$ cat src/gdc_pkg.sv
package gdc_pkg;

    // field widths
    localparam int unsigned YEAR_W  = 16;
    localparam int unsigned MONTH_W = 4;
    localparam int unsigned DAY_W   = 5;
    localparam int unsigned OP_W    = 2;
    localparam int unsigned ST_W    = 2;
    localparam int unsigned CNT_IN_W = 8;

    localparam int unsigned IN_TDATA_W  = 40;
    localparam int unsigned OUT_TDATA_W = 32;

    localparam int unsigned COUNT_WIDTH_DEF = 8;

    // operation codes
    localparam logic [OP_W-1:0] OP_SET = 2'd0;
    localparam logic [OP_W-1:0] OP_ADD = 2'd1;
    localparam logic [OP_W-1:0] OP_SUB = 2'd2;

    // status codes
    localparam logic [ST_W-1:0] ST_OK      = 2'd0;
    localparam logic [ST_W-1:0] ST_INVALID = 2'd1;
    localparam logic [ST_W-1:0] ST_RANGE   = 2'd2;

    // date after reset and range limits
    localparam logic [YEAR_W-1:0]  YEAR_RST  = 16'd2024;
    localparam logic [MONTH_W-1:0] MONTH_RST = 4'd1;
    localparam logic [DAY_W-1:0]   DAY_RST   = 5'd1;
    localparam logic [YEAR_W-1:0]  YEAR_MIN  = 16'd1;
    localparam logic [YEAR_W-1:0]  YEAR_MAX  = 16'hFFFF;
    localparam logic [MONTH_W-1:0] MONTH_JAN = 4'd1;
    localparam logic [MONTH_W-1:0] MONTH_FEB = 4'd2;
    localparam logic [MONTH_W-1:0] MONTH_DEC = 4'd12;
    localparam logic [DAY_W-1:0]   DAY_LAST_DEC = 5'd31;

    // divisibility by 25: y * inverse(25) mod 2^16 stays at or below 65535 / 25
    localparam logic [YEAR_W-1:0] INV25     = 16'd23593;
    localparam logic [YEAR_W-1:0] DIV25_MAX = 16'd2621;

    typedef enum logic [0:0] {
        S_IDLE,
        S_RUN
    } t_state;

    typedef struct packed {
        logic load;
        logic step;
        logic capture;
    } t_dp_cmd;

    typedef struct packed {
        logic finished;
    } t_dp_sts;

endpackage

$ cat src/gdc_datapath.sv
module gdc_datapath import gdc_pkg::*; #(
    parameter int unsigned COUNT_WIDTH = COUNT_WIDTH_DEF
) (
    input  logic                i_clk,
    input  logic                i_rst_n,
    input  t_dp_cmd             i_cmd,
    output t_dp_sts             o_sts,
    input  logic [OP_W-1:0]     i_operation,
    input  logic [YEAR_W-1:0]   i_new_year,
    input  logic [MONTH_W-1:0]  i_new_month,
    input  logic [DAY_W-1:0]    i_new_day,
    input  logic [CNT_IN_W-1:0] i_day_count,
    output logic [YEAR_W-1:0]   o_cur_year,
    output logic [MONTH_W-1:0]  o_cur_month,
    output logic [DAY_W-1:0]    o_cur_day,
    output logic [ST_W-1:0]     o_status
);

    function automatic logic is_leap(input logic [YEAR_W-1:0] y);
        logic [YEAR_W-1:0] prod;
        logic              div25;
        prod  = y * INV25;
        div25 = (prod <= DIV25_MAX);
        return (y[1:0] == 2'd0) && ((y[3:0] == 4'd0) || !div25);
    endfunction

    function automatic logic [DAY_W-1:0] month_len(input logic leap,
                                                    input logic [MONTH_W-1:0] m);
        logic [DAY_W-1:0] len;
        case (m)
            4'd2:                      len = leap ? 5'd29 : 5'd28;
            4'd4, 4'd6, 4'd9, 4'd11:   len = 5'd30;
            default:                   len = 5'd31;
        endcase
        return len;
    endfunction

    logic [YEAR_W-1:0]      r_year,   n_year;
    logic [MONTH_W-1:0]     r_month,  n_month;
    logic [DAY_W-1:0]       r_day,    n_day;
    logic [ST_W-1:0]        r_status, n_status;
    logic [OP_W-1:0]        r_op,     n_op;
    logic [COUNT_WIDTH-1:0] r_count,  n_count;

    logic [YEAR_W-1:0]  r_out_year;
    logic [MONTH_W-1:0] r_out_month;
    logic [DAY_W-1:0]   r_out_day;
    logic [ST_W-1:0]    r_out_status;

    logic [YEAR_W-1:0]  lp_year;
    logic [MONTH_W-1:0] len_month;
    logic               leap;
    logic [DAY_W-1:0]   mon_len;
    logic               set_ok;

    always_comb begin
        // one leap unit shared by set validation and stepping
        lp_year = i_cmd.load ? i_new_year : r_year;
        if (i_cmd.load) begin
            len_month = i_new_month;
        end else if (r_op == OP_SUB) begin
            len_month = r_month - 4'd1;
        end else begin
            len_month = r_month;
        end
        leap    = is_leap(lp_year);
        mon_len = month_len(leap, len_month);
        set_ok  = (i_new_year != '0) && (i_new_month >= MONTH_JAN) &&
                  (i_new_month <= MONTH_DEC) && (i_new_day != '0) &&
                  (i_new_day <= mon_len);

        n_year   = r_year;
        n_month  = r_month;
        n_day    = r_day;
        n_status = r_status;
        n_op     = r_op;
        n_count  = r_count;

        if (i_cmd.load) begin
            n_op     = i_operation;
            n_status = ST_OK;
            n_count  = '0;
            case (i_operation)
                OP_SET: begin
                    if (set_ok) begin
                        n_year  = i_new_year;
                        n_month = i_new_month;
                        n_day   = i_new_day;
                    end else begin
                        n_status = ST_INVALID;
                    end
                end
                OP_ADD, OP_SUB: begin
                    n_count = COUNT_WIDTH'(i_day_count);
                end
                default: begin
                end
            endcase
        end else if (i_cmd.step) begin
            n_count = r_count - 1'b1;
            case (r_op)
                OP_ADD: begin
                    if (r_day < mon_len) begin
                        n_day = r_day + 5'd1;
                    end else if (r_month < MONTH_DEC) begin
                        n_month = r_month + 4'd1;
                        n_day   = DAY_RST;
                    end else if (r_year == YEAR_MAX) begin
                        n_count  = '0;
                        n_status = ST_RANGE;
                    end else begin
                        n_year  = r_year + 16'd1;
                        n_month = MONTH_JAN;
                        n_day   = DAY_RST;
                    end
                end
                OP_SUB: begin
                    if (r_day > 5'd1) begin
                        n_day = r_day - 5'd1;
                    end else if (r_month > MONTH_JAN) begin
                        n_month = r_month - 4'd1;
                        n_day   = mon_len;
                    end else if (r_year == YEAR_MIN) begin
                        n_count  = '0;
                        n_status = ST_RANGE;
                    end else begin
                        n_year  = r_year - 16'd1;
                        n_month = MONTH_DEC;
                        n_day   = DAY_LAST_DEC;
                    end
                end
                default: begin
                    n_count = '0;
                end
            endcase
        end
    end

    always_ff @(posedge i_clk) begin
        if (!i_rst_n) begin
            r_year   <= YEAR_RST;
            r_month  <= MONTH_RST;
            r_day    <= DAY_RST;
            r_status <= ST_OK;
            r_op     <= OP_SET;
            r_count  <= '0;
        end else begin
            r_year   <= n_year;
            r_month  <= n_month;
            r_day    <= n_day;
            r_status <= n_status;
            r_op     <= n_op;
            r_count  <= n_count;
        end
    end

    // output word register
    always_ff @(posedge i_clk) begin
        if (i_cmd.capture) begin
            r_out_year   <= r_year;
            r_out_month  <= r_month;
            r_out_day    <= r_day;
            r_out_status <= r_status;
        end
    end

    assign o_sts.finished = (r_count == '0);
    assign o_cur_year     = r_out_year;
    assign o_cur_month    = r_out_month;
    assign o_cur_day      = r_out_day;
    assign o_status       = r_out_status;

endmodule

$ cat src/gdc_ctrl.sv
module gdc_ctrl import gdc_pkg::*; (
    input  logic    i_clk,
    input  logic    i_rst_n,
    input  logic    i_s_tvalid,
    output logic    o_s_tready,
    output logic    o_m_tvalid,
    input  logic    i_m_tready,
    output t_dp_cmd o_cmd,
    input  t_dp_sts i_sts
);

    t_state r_state, n_state;
    logic   r_out_valid, n_out_valid;
    logic   out_free;

    always_ff @(posedge i_clk) begin
        if (!i_rst_n) begin
            r_state     <= S_IDLE;
            r_out_valid <= 1'b0;
        end else begin
            r_state     <= n_state;
            r_out_valid <= n_out_valid;
        end
    end

    always_comb begin
        n_state     = r_state;
        o_s_tready  = 1'b0;
        o_cmd       = '0;
        out_free    = !r_out_valid || i_m_tready;
        n_out_valid = r_out_valid && !i_m_tready;
        case (r_state)
            S_IDLE: begin
                o_s_tready = 1'b1;
                if (i_s_tvalid) begin
                    o_cmd.load = 1'b1;
                    n_state    = S_RUN;
                end
            end
            S_RUN: begin
                if (!i_sts.finished) begin
                    o_cmd.step = 1'b1;
                end else if (out_free) begin
                    // result word goes to the output register
                    o_cmd.capture = 1'b1;
                    n_out_valid   = 1'b1;
                    n_state       = S_IDLE;
                end
            end
            default: begin
                n_state = S_IDLE;
            end
        endcase
    end

    assign o_m_tvalid = r_out_valid;

    a_load_to_run: assert property (@(posedge i_clk) disable iff (!i_rst_n)
        (i_s_tvalid && o_s_tready) |=> (r_state == S_RUN))
        else $error("accepted word did not start a run");

    a_step_unfinished: assert property (@(posedge i_clk) disable iff (!i_rst_n)
        o_cmd.step |-> !i_sts.finished)
        else $error("step issued with no days left");

    a_idle_finished: assert property (@(posedge i_clk) disable iff (!i_rst_n)
        o_s_tready |-> i_sts.finished)
        else $error("ready while days still pending");

    a_capture_valid: assert property (@(posedge i_clk) disable iff (!i_rst_n)
        o_cmd.capture |=> o_m_tvalid)
        else $error("captured result not presented");

endmodule

$ cat src/gregorian_date_counter.sv
// gregorian date counter
// slave channel: s_axis_tuser carries the operation (set date, add days,
// subtract days); s_axis_tdata carries year, month, day and the day count.
// master channel: one word per accepted word, with the current date in
// m_axis_tdata and the status (ok, invalid date, year range) in m_axis_tuser.
// a word is accepted in the idle cycle; the date then moves one day per
// cycle on the shared day stepper until the day count runs out, and then
// the result word is loaded into the output register once it is free; a
// set or a zero count goes to the result word with no steps.
// the block works on one word at a time and takes the next word in the
// cycle after the result is loaded into the output register.
// reset sets the date to january 1, 2024 and empties the output register.
// if the receiver stalls, the result word holds in the output register; a
// following word is still taken and computed, but its result waits until
// the output register is free.
module gregorian_date_counter import gdc_pkg::*; #(
    parameter int unsigned COUNT_WIDTH = COUNT_WIDTH_DEF
) (
    input  logic                   i_clk,
    input  logic                   i_rst_n,
    input  logic                   s_axis_tvalid,
    output logic                   s_axis_tready,
    // new_year[15:0], new_month[19:16], new_day[24:20], day_count[32:25], zero pad
    input  logic [IN_TDATA_W-1:0]  s_axis_tdata,
    // operation[1:0]
    input  logic [OP_W-1:0]        s_axis_tuser,
    output logic                   m_axis_tvalid,
    input  logic                   m_axis_tready,
    // cur_year[15:0], cur_month[19:16], cur_day[24:20], zero pad
    output logic [OUT_TDATA_W-1:0] m_axis_tdata,
    // status[1:0]
    output logic [ST_W-1:0]        m_axis_tuser
);

    t_dp_cmd            cmd;
    t_dp_sts            sts;
    logic [YEAR_W-1:0]  cur_year;
    logic [MONTH_W-1:0] cur_month;
    logic [DAY_W-1:0]   cur_day;

    gdc_ctrl u_ctrl (
        .i_clk      (i_clk),
        .i_rst_n    (i_rst_n),
        .i_s_tvalid (s_axis_tvalid),
        .o_s_tready (s_axis_tready),
        .o_m_tvalid (m_axis_tvalid),
        .i_m_tready (m_axis_tready),
        .o_cmd      (cmd),
        .i_sts      (sts)
    );

    gdc_datapath #(
        .COUNT_WIDTH (COUNT_WIDTH)
    ) u_datapath (
        .i_clk       (i_clk),
        .i_rst_n     (i_rst_n),
        .i_cmd       (cmd),
        .o_sts       (sts),
        .i_operation (s_axis_tuser),
        .i_new_year  (s_axis_tdata[15:0]),
        .i_new_month (s_axis_tdata[19:16]),
        .i_new_day   (s_axis_tdata[24:20]),
        .i_day_count (s_axis_tdata[32:25]),
        .o_cur_year  (cur_year),
        .o_cur_month (cur_month),
        .o_cur_day   (cur_day),
        .o_status    (m_axis_tuser)
    );

    assign m_axis_tdata = {7'd0, cur_day, cur_month, cur_year};

endmodule
$ cat config.mk
export PLATFORM = sky130hd
export DESIGN_NAME = gregorian_date_counter
export DESIGN_NICKNAME = d
export VERILOG_FILES = /design/src/gdc_pkg.sv /design/src/gdc_datapath.sv /design/src/gdc_ctrl.sv /design/src/gregorian_date_counter.sv
export SDC_FILE = /design/constraint.sdc
export NUM_CORES = 1
export LEC_CHECK = 0
export BUFFER_PORTS_ARGS = -buffer_cell sky130_fd_sc_hd__buf_2
export CORE_ASPECT_RATIO = 1.5
export CORE_UTILIZATION = 40
export CTS_CLUSTER_DIAMETER = 120
export DETAILED_ROUTE_END_ITERATION = 16
export GPL_TIMING_DRIVEN = 0
export PLACE_DENSITY_LB_ADDON = 0.12
export SYNTH_ARGS = -nofsm -noshare
export SYNTH_HDL_FRONTEND = slang
export SYNTH_HIERARCHICAL = 1
export SYNTH_SLANG_ARGS = --single-unit
$ cat constraint.sdc
create_clock -name i_clk -period 8.6 [get_ports i_clk]
set_clock_uncertainty 0.2 [all_clocks]
set_input_delay 0.86 -clock i_clk [delete_from_list [all_inputs] [get_ports i_clk]]
set_output_delay 0.86 -clock i_clk [all_outputs]
set_load 0.005 [all_outputs]
* Word-level counts from Yosys, hierarchy flattened
Cells that the tools add are included.
** Storage, ports and cells
- Register bits after elaboration :: 66
- Bits of input ports :: 46
- Word-level logic and storage cells :: 151
** Operators by class
- Add/subtract/negate cells :: 7
- Multiply operators :: 1
- Magnitude comparators :: 8
- Eq/ne operators :: 25
- Multiplexer cells :: 72
- Bitwise logic cells :: 1
- Reduce and logical (&&, ||, !) cells :: 25
** Operator list (number)
- 16-bit two-way mux :: 11
- 8-bit two-way mux :: 9
- 5-bit two-way mux :: 10
- 4-bit two-way mux :: 12
- 16-bit case mux with 2 select lines :: 1
- 3-bit by 2-bit != test with 1-bit output, second input constant :: 7
- 2-bit two-way mux :: 10
- 5-bit case mux with 2 select lines :: 2
- 16-bit by 1-bit adder with 16-bit output, second input constant :: 1
- 16-bit by 1-bit == test with 1-bit output, second input constant :: 1
- 16-bit == test, second input constant :: 1
- 16-bit by 12-bit <= comparator with 1-bit output, second input constant :: 1
- 16-bit by 15-bit multiplier with 16-bit output, second input constant :: 1
- 8-bit case mux with 2 select lines :: 1
- 8-bit AND reduction :: 2
- 16-bit nonzero test :: 1
- 16-bit by 1-bit subtractor with 16-bit output, second input constant :: 1
- 1-bit two-way mux :: 13
- 10-bit AND reduction :: 1
- 4-bit by 3-bit == test with 1-bit output, second input constant :: 2
- 4-bit == test, second input constant :: 2
- 8-bit zero test :: 1
- 4-bit case mux with 2 select lines :: 1
- 8-bit by 1-bit subtractor with 8-bit output, second input constant :: 1
- other kinds (34) :: 46

* Logic depth before layout (Yosys ltp)
Gate-level depths: netlist (run 1).
- Depth in word-level cells :: 15
- Mapped depth :: 36
- Gate-level depth less buffers :: 30

* Hierarchy
The synthesis (run 1) kept the hierarchy.
** Modules (own cells, without submodules)
- gdc_datapath :: instances 1, cells each 691, area an instance 6060.8 sq um
- gdc_ctrl :: instances 1, cells each 11, area an instance 100.1 sq um
- gregorian_date_counter :: instances 1, cells each 8, area an instance 56.3 sq um

* Worst setup path before layout (run 1)
No wires, ideal clock.
- Path kind :: input to register
- Start point :: input port s_axis_tvalid
- End point :: register u_datapath.r_year[14]
- Setup time :: 135 ps
- Data arrival time :: 8299 ps
- Required time :: 8265 ps
- Slack :: -34 ps
- Stages :: 33
- Path through :: nor2b_1 buf_4 buf_4 clkbuf_1 buf_1 clkbuf_1 buf_1 o21ai_0 ha_1 inv_1 fa_1 inv_1 ha_1 ha_1 fa_1 ha_1 ha_1 o21a_1 o31a_1 o31ai_1 a21bo_2 and4_1 a311oi_1 ha_1 nor2b_1 o2111ai_1 a21oi_1 a211o_1 nor2_1 a41oi_1 clkbuf_1 o311ai_0 o41ai_1
** On the way
- Cells in the longest elaborated chain, start to end :: 14
- Elaborated cells between the ends (all ways) :: 34
- Those cells by class :: mul (1); order compare (3); eq/ne (13); mux (7); reduce/logical (10)
** RTL lines
- start: declaration :: RTL line gregorian_date_counter.sv:21 : input logic s_axis_tvalid,
- 1-bit two-way mux * :: RTL line gdc_ctrl.sv:35 : if (i_s_tvalid) begin
- 1-bit two-way mux * :: RTL line gdc_ctrl.sv:32 : case (r_state)
- 16-bit two-way mux :: RTL line gdc_datapath.sv:58 : lp_year = i_cmd.load ? i_new_year : r_year;
- 16-bit by 15-bit multiplier with 16-bit output :: RTL line gdc_datapath.sv:22 : prod = y * INV25;
- 16-bit by 12-bit <= comparator with 1-bit output :: RTL line gdc_datapath.sv:23 : div25 = (prod <= DIV25_MAX);
- 1-bit zero test :: RTL line gdc_datapath.sv:24 : return (y[1:0] == 2'd0) && ((y[3:0] == 4'd0) || !div25);
- 1-bit logical OR :: RTL line gdc_datapath.sv:24
- 1-bit logical AND :: RTL line gdc_datapath.sv:24
- 1-bit two-way mux :: RTL line gdc_datapath.sv:31 : 4'd2: len = leap ? 5'd29 : 5'd28;
- 5-bit case mux with 2 select lines :: RTL line gdc_datapath.sv:30 : case (m)
- 5-bit <= comparator :: RTL line gdc_datapath.sv:70 : (i_new_day <= mon_len);
- 1-bit logical AND :: RTL line gdc_datapath.sv:69 : (i_new_month <= MONTH_DEC) && (i_new_day != '0) &&
- 2-bit != test (no source line)
- 10-bit AND reduction (no source line)
- end signal: assignment :: RTL line gdc_datapath.sv:148 : r_year <= n_year;
- end: declaration :: RTL line gdc_datapath.sv:38 : logic [YEAR_W-1:0] r_year, n_year;
Mark *: on every way between the ends. The rest lies on a longest branch, timed or not.
A chain may end at the register's enable or synchronous reset.

==> results.md, run 1 <==
* Class of the most critical hold timing path: reg2reg
* Initial Util at 41.1%
* Commonest non-fill, non-tap cell in the layout: sky130_fd_sc_hd__ha_1
* TritonCTS Buffers at 9
* Fraction of synthesized cell area taken by the top area cell type at 16.1%
* Share of synthesized cell area in and, or, nand and nor gates at 17.7%
* Met2 Routed Length at 10.1 mm
* Antenna Nets Post-Route at 0
* Number of port buffers at 67
* Largest net degree at the start of global routing at 28
* Critical path capture point type: register
* Placed standard-cell area at 6830 um2
* Stage delay of the slowest cell on the critical path at 0.51 ns
* P_leak at 3.19 nW
* Clock latency at the later pin of the worst-skew pair at 0.33 ns
* Top Layer Used: met4
* Most common cell type on the critical path: sky130_fd_sc_hd__ha_1
* Number of distinct library cells after synthesis at 82
* Boundary Pins at 82
* Share of synthesized area spent on multiplexers at 3.16%
* Asr flop ratio synth at 0%
* CTS tree: done
* Post-layout worst setup margin at 0.212 ns
* Post-place setup slack at -2.72 ns
* Syn Area/Cell at 8.76 um2
* Required time at the endpoint of the critical path at 8.63 ns
* DR iter-0 viols at 453
* Synthesized-area fraction occupied by ao, oa, aoi and oai cells at 20.3%
* Remaining Overflow, GRT at 0
* Wire length of the first global-routing pass at 31.4 mm
* Total track usage at 25.1%
* Hold Path Cell Cnt at 0
* Dominant combinational cell family by area after synthesis: adder cells
* Data arrival time at the worst-slack endpoint at 8.42 ns
* Internal power at 0.00103 W
* Max-cap check violation count at 0
* Buffer type at the clock tree root: sky130_fd_sc_hd__clkbuf_16
* Largest area contributor in the synthesized netlist: sky130_fd_sc_hd__ha_1
* Clk network pwr share at 21.0%
* Final cycle utilization of the critical path at 97.5%
* Number of global-route vias before repair at 5780
* Largest cells by area after synthesis: sky130_fd_sc_hd__ha_1 16%, sky130_fd_sc_hd__edfxtp_1 13%, sky130_fd_sc_hd__dfxtp_1 13%, sky130_fd_sc_hd__fa_1 5.8%, sky130_fd_sc_hd__inv_1 4.4%
* Wire per inst at 19.7 um
* Number of core rows at 55
* Crit Path Class: in2reg
* Number of antenna violations at the first check in global routing at 0
* Area added between synthesis and finish at 20.1%
* Total net switching power at 0.000735 W
* Core footprint at 15100 um2
* Result of the run: finished clean
* Die Height at 155 um
* Number of synthesized flops with an enable pin at 27
* Cells on worst reg2reg path at 35
* Largest fanout on the critical path at 10
* Drt pass-1 iters at 5
* Dominant register cell in the synthesized netlist: sky130_fd_sc_hd__dfxtp_1
* Estimated wirelength of the detail-placed design at 15.5 mm
* Synth warn at 6
* Cells after synthesis at 710
* Number of nets in the layout at 951
* Post-synthesis sequential element count at 66
* Highest Clock Rate at 119 MHz
* Vias at 5910
* Most frequent cells in the layout: 79 x sky130_fd_sc_hd__ha_1, 71 x sky130_fd_sc_hd__buf_2, 70 x sky130_fd_sc_hd__inv_1
* Final Hold Violating Endpoints at 0
* Routability cong. at 0.939
* Post-route cell area at 7470 um2
* Flop-to-flop setup slack at 0.52 ns
* Number of buffers added to fix hold violations after cts at 0
* Final total negative setup slack at 0 ns
* Worst path slowest cell: sky130_fd_sc_hd__fa_1
* Total power at 0.00177 W
* Vias per inst at 5.85
* Switching share of power at 41.6%
* Startpoint type of the worst setup path: primary input
* Met1 wire length at 8.11 mm
* CTS sink count at 66
* Maximum VDD drop at 0.191 mV
* Floorplan die area at 16100 um2
* Ratio of cells with drive above 1 in the final layout at 20.8%
* H-tree levels at 3
* Transition time at the pin with the least slew margin at 1.00 ns
* Combinational power share at 58.2%
* Xor and xnor area share after synthesis at 3.40%
* Maximum root-to-sink buffer count at 2
* Cell area after synthesis at 6220 um2
* Clock slew seen by the registers of the worst setup and hold paths at 0.06 ns
* Final setup violation count at 0
* Met3 Routed Length at 877 um
* Period minus WS final at 8.39 ns
* Detailed Route WL at 19.9 mm
* DRC violation count after routing at 0
* Count of antenna diodes in the layout at 0
* Final number of max-transition violations at 0
* Synthesized-area fraction occupied by adder cells at 21.9%
* Sequential fraction of the synthesis area at 25.6%
* Power density over the cells at 237 nW/um2
* Max_slew headroom at 33.0%
* Die extent in x at 104 um
* Flop pwr share at 20.8%
## cell type report
cell class	instances	area, um2
plain buffers	41	273
clock buffers	11	243
clock inverters	5	53.8
fillers	1492	7670
inverters	75	282
multi-input cells	534	4340
flip-flops and latches	66	1590
well taps	199	249
repair buffers	80	433
## power by group through the flow
| stage | combinational (W) | sequential, W | clock (W) |
|---|---|---|---|
| final | 0.00103 | 0.000369 | 0.000371 |
| after global placement | 0.000931 | 0.000375 | 0 |
| after CTS | 0.00100 | 0.000368 | 0.000377 |
| after floorplan | 0.000699 | 0.000372 | 0 |
| after global routing | 0.00115 | 0.000372 | 0.000391 |
| after detailed placement | 0.000956 | 0.000375 | 0 |
## Yosys cell counts (6+ instances only)
master                      n
sky130_fd_sc_hd__ha_1      80
sky130_fd_sc_hd__inv_1     73
sky130_fd_sc_hd__nor2_1    50
sky130_fd_sc_hd__nand2_1   48
sky130_fd_sc_hd__dfxtp_1   39
sky130_fd_sc_hd__a21oi_1   35
sky130_fd_sc_hd__edfxtp_1  27
sky130_fd_sc_hd__o21ai_0   27
sky130_fd_sc_hd__nor3_1    21
sky130_fd_sc_hd__nand3_1   20
sky130_fd_sc_hd__clkbuf_1  19
sky130_fd_sc_hd__fa_1      18
sky130_fd_sc_hd__mux2i_1   16
sky130_fd_sc_hd__nor4_1    13
sky130_fd_sc_hd__o211ai_1  11
sky130_fd_sc_hd__a211oi_1  10
sky130_fd_sc_hd__buf_4     10
sky130_fd_sc_hd__nand4_1   10
sky130_fd_sc_hd__nor2b_1   10
sky130_fd_sc_hd__xnor2_1   10
sky130_fd_sc_hd__xor2_1     9
sky130_fd_sc_hd__o31ai_1    8
sky130_fd_sc_hd__and3_1     7
sky130_fd_sc_hd__buf_1      6
## metal layers
| metal | up-vias | global-route usage, % |
|---|---|---|
| met4 | 0 | 11.0 |
| met1 | 2830 | 29.6 |
| met2 | 234 | 45.9 |
| li1 | 2789 | - |
| met3 | 57 | 2.61 |
| met5 | - | 0 |
## metrics by stage
| step | hold WS (ns) | cells | utilization [%] |
|---|---|---|---|
| after floorplan | 0.203 | 716 | - |
| after global placement | 0.210 | 982 | 45.1 |
| after detailed placement | 0.224 | 982 | 45.1 |
| after CTS | 0.233 | 1001 | 48.0 |
| after global routing | 0.249 | 1011 | 49.3 |
| final | 0.235 | 1011 | 49.3 |
## path summary, 6_finish.rpt
path / start / end
worst max-delay path: s_axis_tvalid / u_datapath/r_year[7]$_SDFFE_PN1P_
worst min-delay path: u_datapath/r_year[7]$_SDFFE_PN1P_ / u_datapath/o_cur_year[7]$_DFFE_PP_
worst max register to register: u_ctrl/r_state$_SDFF_PN0_ / u_datapath/r_year[7]$_SDFFE_PN1P_
worst min register to register: u_datapath/r_year[7]$_SDFFE_PN1P_ / u_datapath/o_cur_year[7]$_DFFE_PP_
## flip-flops by register name (all words and copies together) (netlist names)
name	count
u_datapath/o_cur_day	5
u_datapath/r_month	4
u_ctrl/r_state	1
u_datapath/o_cur_month	4
u_datapath/r_op	2
u_datapath/r_year	16
u_datapath/r_status	2
u_datapath/r_day	5
u_datapath/o_cur_year	16
u_ctrl/o_m_tvalid	1
u_datapath/o_status	2
u_datapath/r_count	8
## worst max-delay path: cells and delay by family
family          cells  cell delay (ns)
buf+inv            11             1.55
compound gates     11             2.39
fa+ha+maj           8             2.75
simple gates        5             0.83
## repair_timing
action	4_1_cts	5_1_grt
pin swaps	3	8
buffers inserted	3	10
gates resized for setup	40	30
setup endpoints to repair	35	25
## cell families (layout without fill, tap and decap cells)
kind of cell	after synthesis	after routing
other	1	7
and+or+nand+nor	215	215
adders and majority gates	98	98
xor gates and xnor gates	21	21
DFF	66	66
muxes	19	19
buffers and inverters	116	212
AOI/OAI and AO/OA	174	174
(Power assumes the default switching activity.)
==> inputs of run 2 (changes only) <==
==> constraint.sdc (replaced) <==
create_clock -name i_clk -period 9 [get_ports i_clk]
set_clock_uncertainty 0.2 [all_clocks]
set_input_delay 0.9 -clock i_clk [delete_from_list [all_inputs] [get_ports i_clk]]
set_output_delay 0.9 -clock i_clk [all_outputs]
set_load 0.005 [all_outputs]
==> run 2 against run 1 <==
  * Largest power group unchanged
  * Sequential share of layout area is 0.78 points higher
  * Sequential cell count stayed put
  * Die area stayed put
==> results.md, run 2 (synthesis results as in run 1) <==
* Flop-to-flop setup slack at 0.65 ns (+0.13 ns)
* Met1 routing resource usage after global routing at 28.9% (-0.74 points)
* M2 GR Usage at 45.9% (about the same)
* WHS Endpoint: u_datapath/o_cur_year[7]$_DFFE_PP_
* Transition time at the pin with the least slew margin at 0.915 ns (-0.0895 ns)
* Unrepaired setup endpoints after global routing: false
* Critical path capture point type: register
* Number of core rows at 55 (unchanged)
* Buffer type at the clock tree root: sky130_fd_sc_hd__clkbuf_16
* Number of port buffers at 67 (unchanged)
* P_leak at 3.09 nW (-3.3%)
* Number of global-route vias before repair at 5970 (+3.3%)
* Required time at the endpoint of the critical path at 8.99 ns (+0.36 ns)
* DR iter-0 viols at 516 (+14%)
* Total power at 0.00163 W (-7.8%)
* Number of placed instances with taps included at 982 (unchanged)
* Final cycle utilization of the critical path at 96.4%
* Count of antenna diodes in the layout at 0 (unchanged)
* Number of antenna violations at the first check in global routing at 0 (unchanged)
* Hold Path Cell Cnt at 0 (unchanged)
* Die Height at 155 um (unchanged)
* Final number of max-transition violations at 0 (unchanged)
* Cells on worst reg2reg path at 31 (-11%)
* DRC violation count after routing at 0 (unchanged)
* Startpoint of the worst-slack reg-to-reg timing path: u_ctrl/r_state$_SDFF_PN0_
* Most frequent cells in the layout: 80 x sky130_fd_sc_hd__ha_1, 72 x sky130_fd_sc_hd__buf_2, 71 x sky130_fd_sc_hd__inv_1
* CTS sink count at 66 (unchanged)
* Worst Min Path Start: u_datapath/r_year[7]$_SDFFE_PN1P_
* Final Core Density at 47.6% (-1.7 points)
* Remaining Overflow, GRT at 0 (unchanged)
* Number of buffers added to fix hold violations after cts at 0 (unchanged)
* Global-route layer with the greatest usage: met2
* Reg2Reg Capture Point: u_datapath/r_year[14]$_SDFFE_PN0P_
* Post-route cell area at 7200 um2 (-3.5%)
* Maximum VDD drop at 0.220 mV (+15%)
* Worst path slowest cell: sky130_fd_sc_hd__fa_1
* Total track usage at 25.5% (+0.36 points)
* Max_slew headroom at 39.0% (+6.0 points)
* Clock slew seen by the registers of the worst setup and hold paths at 0.06 ns (about the same)
* Highest Clock Rate at 115 MHz
* Final Hold Slack at 0.233 ns (-0.00134 ns)
* CTS tree: done
* Most common cell type on the critical path: sky130_fd_sc_hd__buf_4
* Final setup violation count at 0 (unchanged)
* TritonCTS Buffers at 9 (unchanged)
* Estimated wirelength of the detail-placed design at 15.9 mm (+2.2%)
* Number of nets in the layout at 939 (-1.3%)
* Max-cap check violation count at 0 (unchanged)
* Count of non-filler cells in the finished layout at 999 (-1.2%)
* Wire per inst at 20.2 um (+2.7%)
* Final Hold Violating Endpoints at 0 (unchanged)
* Result of the run: finished clean
* Vias at 6020 (+1.9%)
* Die extent in x at 104 um (unchanged)
* H-tree levels at 3 (unchanged)
* Routability cong. at 0.907 (-3.4%)
* GR Util met3 at 3.67% (+1.1 points)
* Vias per inst at 6.03 (+3.1%)
* Drt pass-1 iters at 8 (+3)
* Data arrival time at the worst-slack endpoint at 8.67 ns (+0.25 ns)
* Floorplan die area at 16100 um2 (unchanged)
* Clock latency at the later pin of the worst-skew pair at 0.34 ns (about the same)
* Largest net degree at the start of global routing at 28 (unchanged)
* Period minus WS final at 8.68 ns
* Ratio of cells with drive above 1 in the final layout at 17.0% (-3.8 points)
* Core footprint at 15100 um2 (unchanged)
* Maximum root-to-sink buffer count at 2 (unchanged)
* Largest fanout on the critical path at 19 (+9)
* Launching element of the worst setup path: s_axis_tvalid
* Number of fill cells in the layout at 1543 (+3.4%)
* Boundary Pins at 82 (unchanged)
* Class of the most critical hold timing path: reg2reg
* Initial Util at 41.1% (unchanged)
* Power density over the cells at 226 nW/um2 (-4.4%)
* Area added between synthesis and finish at 15.9%
* Stage delay of the slowest cell on the critical path at 0.55 ns (+0.04 ns)
* Crit Path Class: in2reg
* Startpoint type of the worst setup path: primary input
* Antenna Nets Post-Route at 0 (unchanged)
* Wire length of the first global-routing pass at 31.7 mm (+1.1%)
* Placed standard-cell area at 6830 um2 (about the same)
* Detailed Route WL at 20.2 mm (+1.5%)
* Commonest non-fill, non-tap cell in the layout: sky130_fd_sc_hd__ha_1
[run 2: worst max path at each step]
stage / slack, ns / to / cells past startpoint
2_1_floorplan: 0.33 / u_datapath/r_year[14]$_SDFFE_PN0P_ / 33
3_3_place_gp: -2.48 / u_datapath/r_year[7]$_SDFFE_PN1P_ / 34
3_5_place_dp: -2.53 / u_datapath/r_year[7]$_SDFFE_PN1P_ / 34
4_1_cts: 0.006 / u_datapath/r_month[2]$_SDFFE_PN0P_ / 32
5_1_grt: 0.01 / u_datapath/r_year[14]$_SDFFE_PN0P_ / 32
6_report: 0.32 / u_datapath/r_year[14]$_SDFFE_PN0P_ / 32
[run 2: timing repair]
item	in CTS	in global routing
gates resized for setup	25	10
setup endpoints to repair	34	24
gates cloned	0	0
setup buffers	2	0
pin swaps	2	1
[run 2: worst max-delay path: cells and delay by family]
family	cells	cell delay, ns
xor+xnor	5	1.47
compound gates	8	1.80
buf+inv	10	1.86
fa+ha+maj	6	2.23
simple gates	3	0.38
[run 2: cell type report]
cell class              instances  area (um2)  area share (%)
repair buffers                 69         350            4.86
well taps                     199         249            3.46
multi-input cells             534        4220            58.5
flip-flops and latches         66        1590            22.1
clock inverters                 6        57.6           0.799
plain buffers                  40         229            3.18
clock buffers                  10         229            3.18
inverters                      75         282            3.91
[run 2: layer usage]
layer | vias up | wire (um)
met2 | 264 | 10200
li1 | 2771 | -
met4 | 0 | 947
met1 | 2921 | 7980
met5 | - | 0
met3 | 64 | 1060
[run 2: metrics by stage]
stage | setup TNS (ns) | setup slack [ns]
6_report | 0 | 0.324
4_1_cts | 0 | 0.00585
2_1_floorplan | 0 | 0.326
3_3_place_gp | -59.94 | -2.48
3_5_place_dp | -61.48 | -2.53
5_1_grt | 0 | 0.0141
[run 2: report_power, final]
| group | internal [W] | switching [W] |
|---|---|---|
| Clock | 0.000212 | 0.000134 |
| Combinational | 0.000406 | 0.000526 |
| Sequential | 0.000336 | 0.0000157 |
